==> config.mk <==
export PLATFORM = sky130hd
export DESIGN_NAME = cpgd_ctrl
export DESIGN_NICKNAME = d
export VERILOG_FILES = /design/src/hdl/cpgd_pkg.sv /design/src/hdl/cpgd_ctrl.sv
export SDC_FILE = /design/constraint.sdc
export NUM_CORES = 1
export LEC_CHECK = 0
export ABC_AREA = 1
export BUFFER_PORTS_ARGS = -buffer_cell sky130_fd_sc_hd__buf_2
export CORE_UTILIZATION = 50
export CTS_BUF_LIST = sky130_fd_sc_hd__clkbuf_8 sky130_fd_sc_hd__clkbuf_16
export CTS_CLUSTER_SIZE = 28
export DETAILED_ROUTE_END_ITERATION = 10
export PLACE_DENSITY = 0.72
export SYNTH_ARGS = -nofsm -noshare
export SYNTH_HDL_FRONTEND = slang
export SYNTH_SLANG_ARGS = --single-unit
==> constraint.sdc <==
create_clock -name clk_i -period 2.6 [get_ports clk_i]
set_input_delay 0.13 -clock clk_i [delete_from_list [all_inputs] [get_ports clk_i]]
set_output_delay 0.13 -clock clk_i [all_outputs]
set_load 0.01 [all_outputs]
==> src/hdl/cpgd_pkg.sv <==
`timescale 1ns / 1ps
package cpgd_pkg;
  localparam int unsigned MaxVerticesDefault = 16;
  localparam int unsigned CoordW = 16;
  localparam int unsigned DistW = 32;

  typedef enum logic [1:0] {
    CmdClear  = 2'd0,
    CmdInsert = 2'd1,
    CmdQuery  = 2'd2,
    CmdNone   = 2'd3
  } cmd_e;

  typedef struct packed {
    logic [1:0]        cmd;
    logic signed [15:0] first_x;
    logic signed [15:0] first_y;
    logic signed [15:0] second_x;
    logic signed [15:0] second_y;
  } req_t;

  typedef struct packed {
    logic signed [31:0] distance;
    logic               error;
  } rsp_t;

  // Commands from the controller to the datapath.
  typedef struct packed {
    logic load_req;    // capture request and form the query difference
    logic clr_cnt;     // empty the polygon
    logic rd_en;       // read vertex at rd_addr
    logic wr_en;       // write vertex
    logic wr_new;      // write data is the new vertex, else the shifted one
    logic cnt_inc;
    logic lat_rd;      // latch the read vertex into the compare register
    logic lat_a;       // latch the read vertex as A
    logic lat_b;       // latch the read vertex as B
    logic mul_start;   // form the four partial products
    logic mul2;        // form numerator and divisor from the products
    logic div_start;
    logic div_step;
  } cmd_t;

  // Status from the datapath to the controller.
  typedef struct packed {
    logic below;       // compare result on the latched vertex
    logic full;
    logic empty;
    logic q_zero;
    logic den_zero;
    logic div_done;
  } sts_t;

  // True when point a lies angularly below point b.
  function automatic logic ang_below(input logic signed [16:0] ax, input logic signed [16:0] ay,
                                     input logic signed [16:0] bx,
                                     input logic signed [16:0] by);
    logic signed [33:0] l;
    logic signed [33:0] r;
    logic res;
    l = ay * bx;
    r = by * ax;
    if (ax == bx && ay == by) res = 1'b0;
    else if (!ax[16] && bx[16]) res = 1'b1;
    else if (ax[16] && !bx[16]) res = 1'b0;
    else res = (l < r);
    return res;
  endfunction
endpackage

==> src/hdl/cpgd_ctrl.sv <==
`timescale 1ns / 1ps
module cpgd_ctrl import cpgd_pkg::*; #(
  parameter int unsigned MaxVertices = MaxVerticesDefault,
  localparam int unsigned AW = $clog2(MaxVertices),
  localparam int unsigned CW = $clog2(MaxVertices + 1)
) (
  input  logic          clk_i,
  input  logic          rst_ni,
  input  logic          in_valid_i,
  output logic          in_ready_o,
  output logic          out_valid_o,
  input  logic          out_ready_i,
  input  sts_t          sts_i,
  input  logic [CW-1:0] count_i,
  input  logic [1:0]    cmd_code_i,
  output cmd_t          cmd_o,
  output logic [AW-1:0] rd_addr_o,
  output logic [AW-1:0] wr_addr_o,
  output logic          err_o,
  output logic          zero_o
);
  typedef enum logic [4:0] {
    SIdle, SDecode, SInsRd, SInsLat, SInsCmp, SInsDec,
    SQRd, SQLat, SQCmp, SQEval, SQRdA, SQRdB, SQLatB, SQMul, SQMul2, SQDiv,
    SOut
  } state_e;
  state_e state_q;
  logic [CW-1:0] pos_q;
  logic [AW-1:0] a_q;
  logic err_q, zero_q;
  logic start_div_q;

  assign in_ready_o  = (state_q == SIdle);
  assign out_valid_o = (state_q == SOut);
  assign err_o       = err_q;
  assign zero_o      = zero_q;

  // Commands are decoded from the state.
  always_comb begin
    cmd_o     = '0;
    rd_addr_o = pos_q[AW-1:0];
    wr_addr_o = pos_q[AW-1:0];
    unique case (state_q)
      SIdle:   cmd_o.load_req = in_valid_i;
      SDecode: cmd_o.clr_cnt = (cmd_code_i == CmdClear);
      SInsRd:  begin
        cmd_o.rd_en = 1'b1;
        rd_addr_o   = AW'(pos_q - CW'(1));
      end
      SInsLat: cmd_o.lat_rd = 1'b1;
      SInsCmp: ;
      SInsDec: begin
        if (pos_q != '0 && sts_i.below) begin
          cmd_o.wr_en = 1'b1;
        end else begin
          cmd_o.wr_en   = 1'b1;
          cmd_o.wr_new  = 1'b1;
          cmd_o.cnt_inc = 1'b1;
        end
      end
      SQRd:    cmd_o.rd_en = 1'b1;
      SQLat:   cmd_o.lat_rd = 1'b1;
      SQRdA:   begin
        cmd_o.rd_en = 1'b1;
        rd_addr_o   = a_q;
      end
      SQRdB:   begin
        cmd_o.lat_a = 1'b1;
        cmd_o.rd_en = 1'b1;
        rd_addr_o   = (a_q == '0) ? AW'(count_i - CW'(1)) : a_q - AW'(1);
      end
      SQLatB:  cmd_o.lat_b = 1'b1;
      SQMul:   cmd_o.mul_start = 1'b1;
      SQMul2:  cmd_o.mul2 = 1'b1;
      SQDiv:   begin
        cmd_o.div_start = start_div_q;
        cmd_o.div_step  = !start_div_q;
      end
      default: ;
    endcase
  end

  // Sequencer.
  always_ff @(posedge clk_i or negedge rst_ni) begin
    if (!rst_ni) begin
      state_q     <= SIdle;
      pos_q       <= '0;
      a_q         <= '0;
      err_q       <= 1'b0;
      zero_q      <= 1'b1;
      start_div_q <= 1'b0;
    end else begin
      start_div_q <= 1'b0;
      unique case (state_q)
        SIdle: if (in_valid_i) state_q <= SDecode;
        SDecode: begin
          err_q  <= 1'b0;
          zero_q <= 1'b1;
          pos_q  <= count_i;
          priority case (cmd_code_i)
            CmdInsert: begin
              if (sts_i.full) begin
                err_q   <= 1'b1;
                state_q <= SOut;
              end else if (sts_i.empty) begin
                state_q <= SInsDec;
              end else begin
                state_q <= SInsRd;
              end
            end
            CmdQuery: begin
              if (sts_i.q_zero) state_q <= SOut;
              else if (sts_i.empty) begin
                err_q   <= 1'b1;
                state_q <= SOut;
              end else begin
                pos_q   <= '0;
                state_q <= SQRd;
              end
            end
            default: state_q <= SIdle;
          endcase
        end
        SInsRd:  state_q <= SInsLat;
        SInsLat: state_q <= SInsCmp;
        SInsCmp: state_q <= SInsDec;
        SInsDec: begin
          if (pos_q != '0 && sts_i.below) begin
            pos_q <= pos_q - CW'(1);
            if (pos_q == CW'(1)) state_q <= SInsDec;
            else state_q <= SInsRd;
          end else begin
            state_q <= SOut;
          end
        end
        SQRd:  state_q <= SQLat;
        SQLat: state_q <= SQCmp;
        SQCmp: state_q <= SQEval;
        SQEval: begin
          if (sts_i.below && pos_q + CW'(1) < count_i) begin
            pos_q   <= pos_q + CW'(1);
            state_q <= SQRd;
          end else begin
            a_q     <= sts_i.below ? '0 : pos_q[AW-1:0];
            state_q <= SQRdA;
          end
        end
        SQRdA:  state_q <= SQRdB;
        SQRdB:  state_q <= SQLatB;
        SQLatB: state_q <= SQMul;
        SQMul:  state_q <= SQMul2;
        SQMul2: begin
          start_div_q <= 1'b1;
          state_q     <= SQDiv;
        end
        SQDiv: begin
          if (start_div_q) begin
            if (sts_i.den_zero) begin
              err_q   <= 1'b1;
              state_q <= SOut;
            end
          end else if (sts_i.div_done) begin
            zero_q  <= 1'b0;
            state_q <= SOut;
          end
        end
        SOut: if (out_ready_i) state_q <= SIdle;
        default: state_q <= SIdle;
      endcase
    end
  end
endmodule

# == Word level (Yosys, flattened, before mapping) ==
# Index checks and enable logic that the tools add are counted.
# totals
regBits,17
latch_bits,0
ramBits,0
rom_bits,0
in_bits,17
output_inout_bits,25
elab_cells,101
memories,0
# op_classes
add_sub_neg,4
n_mul,0
n_div,0
n_lt_le_gt_ge,1
n_eq_ne,29
n_shift,0
n_mux,44
n_bitwise,1
n_reduce_logical,16
# ops
operator,n
$pmux 5 s17,1
$mux 5,14
$eq 5x4->1 const B,8
$eq 5x3->1 const B,4
$mux 1,15
$pmux 5 s3,1
$ne 2x2->1 const B,7
$mux 4,3
$pmux 4 s3,1
$eq 5x1->1 const B,2
$eq 5x2->1 const B,2
$pmux 5 s2,1
$mux 3,3
$reduce_and 3->1,3
$sub 4x1->4 const B,2
$ne 3x3->1 const B,2
$pmux 1 s2,3
$add 5x1->5 const B,1
$eq 5x5->1 const B,1
$logic_not 5->1,1
$lt 5x5->1,1
$reduce_bool 5->1,1
$sub 5x1->5 const B,1
$logic_not 4->1,1
14 further kinds,16

# == Depth between registers and ports, before layout ==
# depth
ltp_word,5
ltp_mapped,13
ltp_nobuf,13

# == Worst setup path before layout ==
# Ideal clock, no wire load.
# synth_timing
path_kind,register -> register
startpoint,register pos_q[0]
endpoint,register a_q[0]
setup_ns,0.126
arrival_time_ns,1.836
required_ns,2.474
path_slack_ns,0.638
stages_incl_launch_ff,13
path_buffers,0
period_less_slack_ns,1.962
path_cell_list,dfrtp_1 ha_1 nand3_1 xor2_1 ha_1 nand2_1 nor2_1 nor2_1 nand2_1 nand2_2 clkinv_2 nand3_1 o21ai_0
# synth_between
elab_chain_cells,5
elab_cells_between_ends,6
classes_between,add/sub (1); order compare (1); mux (1); bitwise (1); reduce/logical (2)
# synth_rtl
element,line,text
from (decl),cpgd_ctrl.sv:28,logic [CW-1:0] pos_q;
from (signal assigned),cpgd_ctrl.sv:99,pos_q <= count_i;
from (signal assigned),cpgd_ctrl.sv:129,pos_q <= pos_q - CW'(1);
from (signal assigned),cpgd_ctrl.sv:141,pos_q <= pos_q + CW'(1);
$add 5x1->5,cpgd_ctrl.sv:140,if (sts_i.below && pos_q + CW'(1) < count_i) begin
$lt 5x5->1,cpgd_ctrl.sv:140,
$logic_and 1x1->1,cpgd_ctrl.sv:140,
$not 1->1 (no line),--,
$reduce_and 2->1 (no line),--,
to (signal assigned),cpgd_ctrl.sv:144,a_q <= sts_i.below ? '0 : pos_q[AW-1:0];
to (decl),cpgd_ctrl.sv:29,logic [AW-1:0] a_q;
# Several ways; a longest one is shown, not always the timed one.
# A chain may end at the register's enable or synchronous reset.

# == Final worst setup path ==
# layout_timing
startpoint,register pos_q[0]
endpoint,register a_q[2]
# layout_between
elab_chain_cells,5
# layout_rtl
element,line
$add 5x1->5,cpgd_ctrl.sv:140
$lt 5x5->1,cpgd_ctrl.sv:140
$logic_and 1x1->1,cpgd_ctrl.sv:140
$not 1->1 (no line),--
$reduce_and 2->1 (no line),--
# Every way passes these cells.

==> impl_metrics.yaml <==
logic_synthesis:
  synth_area_um2: 1930
  syn-mean-instance-area_um2: 6.40
  async_flop_share_pct: 100
  synth_seq_cells: 17
  syn-num-nets: 330
  syn_inst: 301
  yosysWarnings: 0
  synth_edf_count: 0
  ys.flop_type: "dfrtp_1"
  synth_cell_types: 37
  ys_seq_area_share_pct: 22.2
clock_tree:
  cts.reportedPaths.clkPinSlew_ns: 0.08
  clk_path_buf_depth: 2
  cts.sinks: 17
  cts-root-buf: "clkbuf_8"
  numCtsBuffers: 3
  postCtsSetupBuffers: 0
  cts_tree: "done"
  clock_latency_ns: 0.27
  htree_num_levels: 1
final_layout:
  final_common_cell: "nand2_1"
  post-route-cell-area_um2: 2180
  layoutNonFillerInstCount: 387
  syn_to_final_growth_pct: 13.5
  drive_above_1_share_pct: 23.6
  layout_common_cells: "nand2_1, inv_1, buf_2"
  post-route-util_pct: 59.2
  nets: 369
  filler_cell_count: 377
  num_antenna_cells: 0
place:
  hpwl_mm: 3.85
  dpl-instance-area_um2: 2130
  placed_cells: 382
  port_buffers: 41
  dp_slack_ns: 0.448
  gp_congestion: 0.897
die:
  die_h_um: 64.1
  ioPinCount: 42
  initial_core_util_pct: 52.2
  dieArea_um2: 4100
  rows: 22
  die_width_um: 64.1
  coreArea_um2: 3690
pwr:
  total_power_mw: 2.10
  vdd_drop_max_v: 0.000423
  p_leak_nw: 1.29
  powerDensity_nw_per_um2: 962
timing:
  worst_slack_ns: 0.414
  finalHoldViolCount: 0
  finalClockSkew_ns: 0.00962
  relSlewSlack_pct: 71.4
  whs_ns: 0.0888
  setup_viol: 0
  timing.final.crit_share_pct: 84.1
  clock.fmax_mhz: 458
  slew_viol_final: 0
  period_needed_ns: 2.19
  setup_tns_ns: 0
  grt_setup_unrepaired: "false"
  max_slew.worst_pin.slew_ns: 0.430
run_status:
  status: "finished, final reports clean"
critical_path:
  r2r_cells: 12
  cpPeakStageDelay_ns: 0.47
  worst-setup-path-type: "reg2reg"
  critPathTopFamily: "simple AND/OR/NAND/NOR gates"
  cp_slowest_cell: "dfrtp_1"
  path_max_fanout: 9
  start_kind: "flop"
  end_kind: "flop"
  path_depth: 12
  required_ns: 2.74
  path_cells: "ha_1 -> nand3_1 -> xor2_1 -> ha_1 -> nand2_1 -> nor2_1 -> nor2_1 -> nand2_1 -> nand2_2 -> clkinv_2 -> nand3_1 -> o21ai_0"
  arrival_ns: 2.33
  worst-path-buf-inv: 1
route:
  firstDrtPassIters: 5
  vias: 1974
  drt_iter0_markers: 138
  drc_errors: 0
  vias_per_cell: 5.10
  antenna_left: 0
  wl_mm: 4.82
  post_drt_wl_per_cell_um: 12.5
grt:
  antenna_found_initial: 0
  grt_max_degree: 18
  grt_pass1_wl_mm: 7.89
  grt.total_usage_pct: 24.8
  grt_overflow: 0
  grt_pass1_vias: 1750
worst_hold_path:
  hold_path_depth: 4
  hp-class: "in2reg"
job:
  cap_violations: 0
sequential cells by signal, indices dropped and copies added (netlist names):
| name | cells |
|---|---|
| state_q | 5 |
| pos_q | 5 |
| a_q | 4 |
| zero_o | 1 |
| start_div_q | 1 |
| err_o | 1 |
report_power, final:
group          total (mW)  internal, mW  switching (mW)
logic                1.36         0.478           0.878
clock network       0.211         0.105           0.105
registers           0.534         0.369           0.165
repair_timing:
action	4_1_cts	5_1_grt
hold endpoints to repair	16	0
gates resized for setup	0	0
hold buffers	1	0
setup endpoints to repair	0	0
cell usage after synthesis, drive strengths merged (2+ instances only):
cell type	count	area share, %
nand2	92	20
inv	54	11
nor2	43	12
nand3	33	10
dfrtp	16	21
ha	12	7.8
o21ai	10	2.6
buf	8	3.2
a21oi	5	1.3
nand4	5	1.6
nor3	4	1.3
xor2	3	1.4
a31oi	2	0.65
nand3b	2	0.78
o2111ai	2	0.91
o31ai	2	0.78
tightest hold or removal path: cells and delay by family:
family,cells,cell delay [ns]
simple gates,3,0.14
buf+inv,1,0.09
metal layers:
layer	part of all wire, %	wire length (um)	GRT usage, %	up-vias
li1	-	-	-	1016
met5	0	0	0	-
met3	4.4	211	2.50	7
met1	48	2310	34.8	884
met2	46	2220	39.5	67
met4	1.6	78	8.24	0
worst paths after layout:
path                       slack, ns         end      from
max in group asynchronous       1.94      zero_o    rst_ni
max                             0.41      a_q[2]  pos_q[0]
min in group asynchronous       0.33  state_q[3]    rst_ni
max reg2reg                     0.41      a_q[2]  pos_q[0]
min                             0.09      zero_o  sts_i[0]
min reg2reg                     0.47      zero_o    zero_o
cells by family after synthesis:
logic type / share of synthesized area (%)
adders and majority gates: 7.80
and+or+nand+nor: 47.0
AOI/OAI and AO/OA: 7.02
xor gates and xnor gates: 1.82
buffers and inverters: 14.2
DFF: 22.2
cell type report:
type / count / area, um^2 / area share (%)
clock buffer: 3 / 41.3 / 1.89
timing repair buffer: 42 / 215 / 9.85
multi-input combinational: 221 / 1220 / 56.1
sequential: 17 / 427 / 19.5
inverter: 55 / 213 / 9.74
clock inverter: 1 / 3.75 / 0.172
tap: 48 / 60.1 / 2.75
No activity file was read; power rests on OpenSTA's default activity.
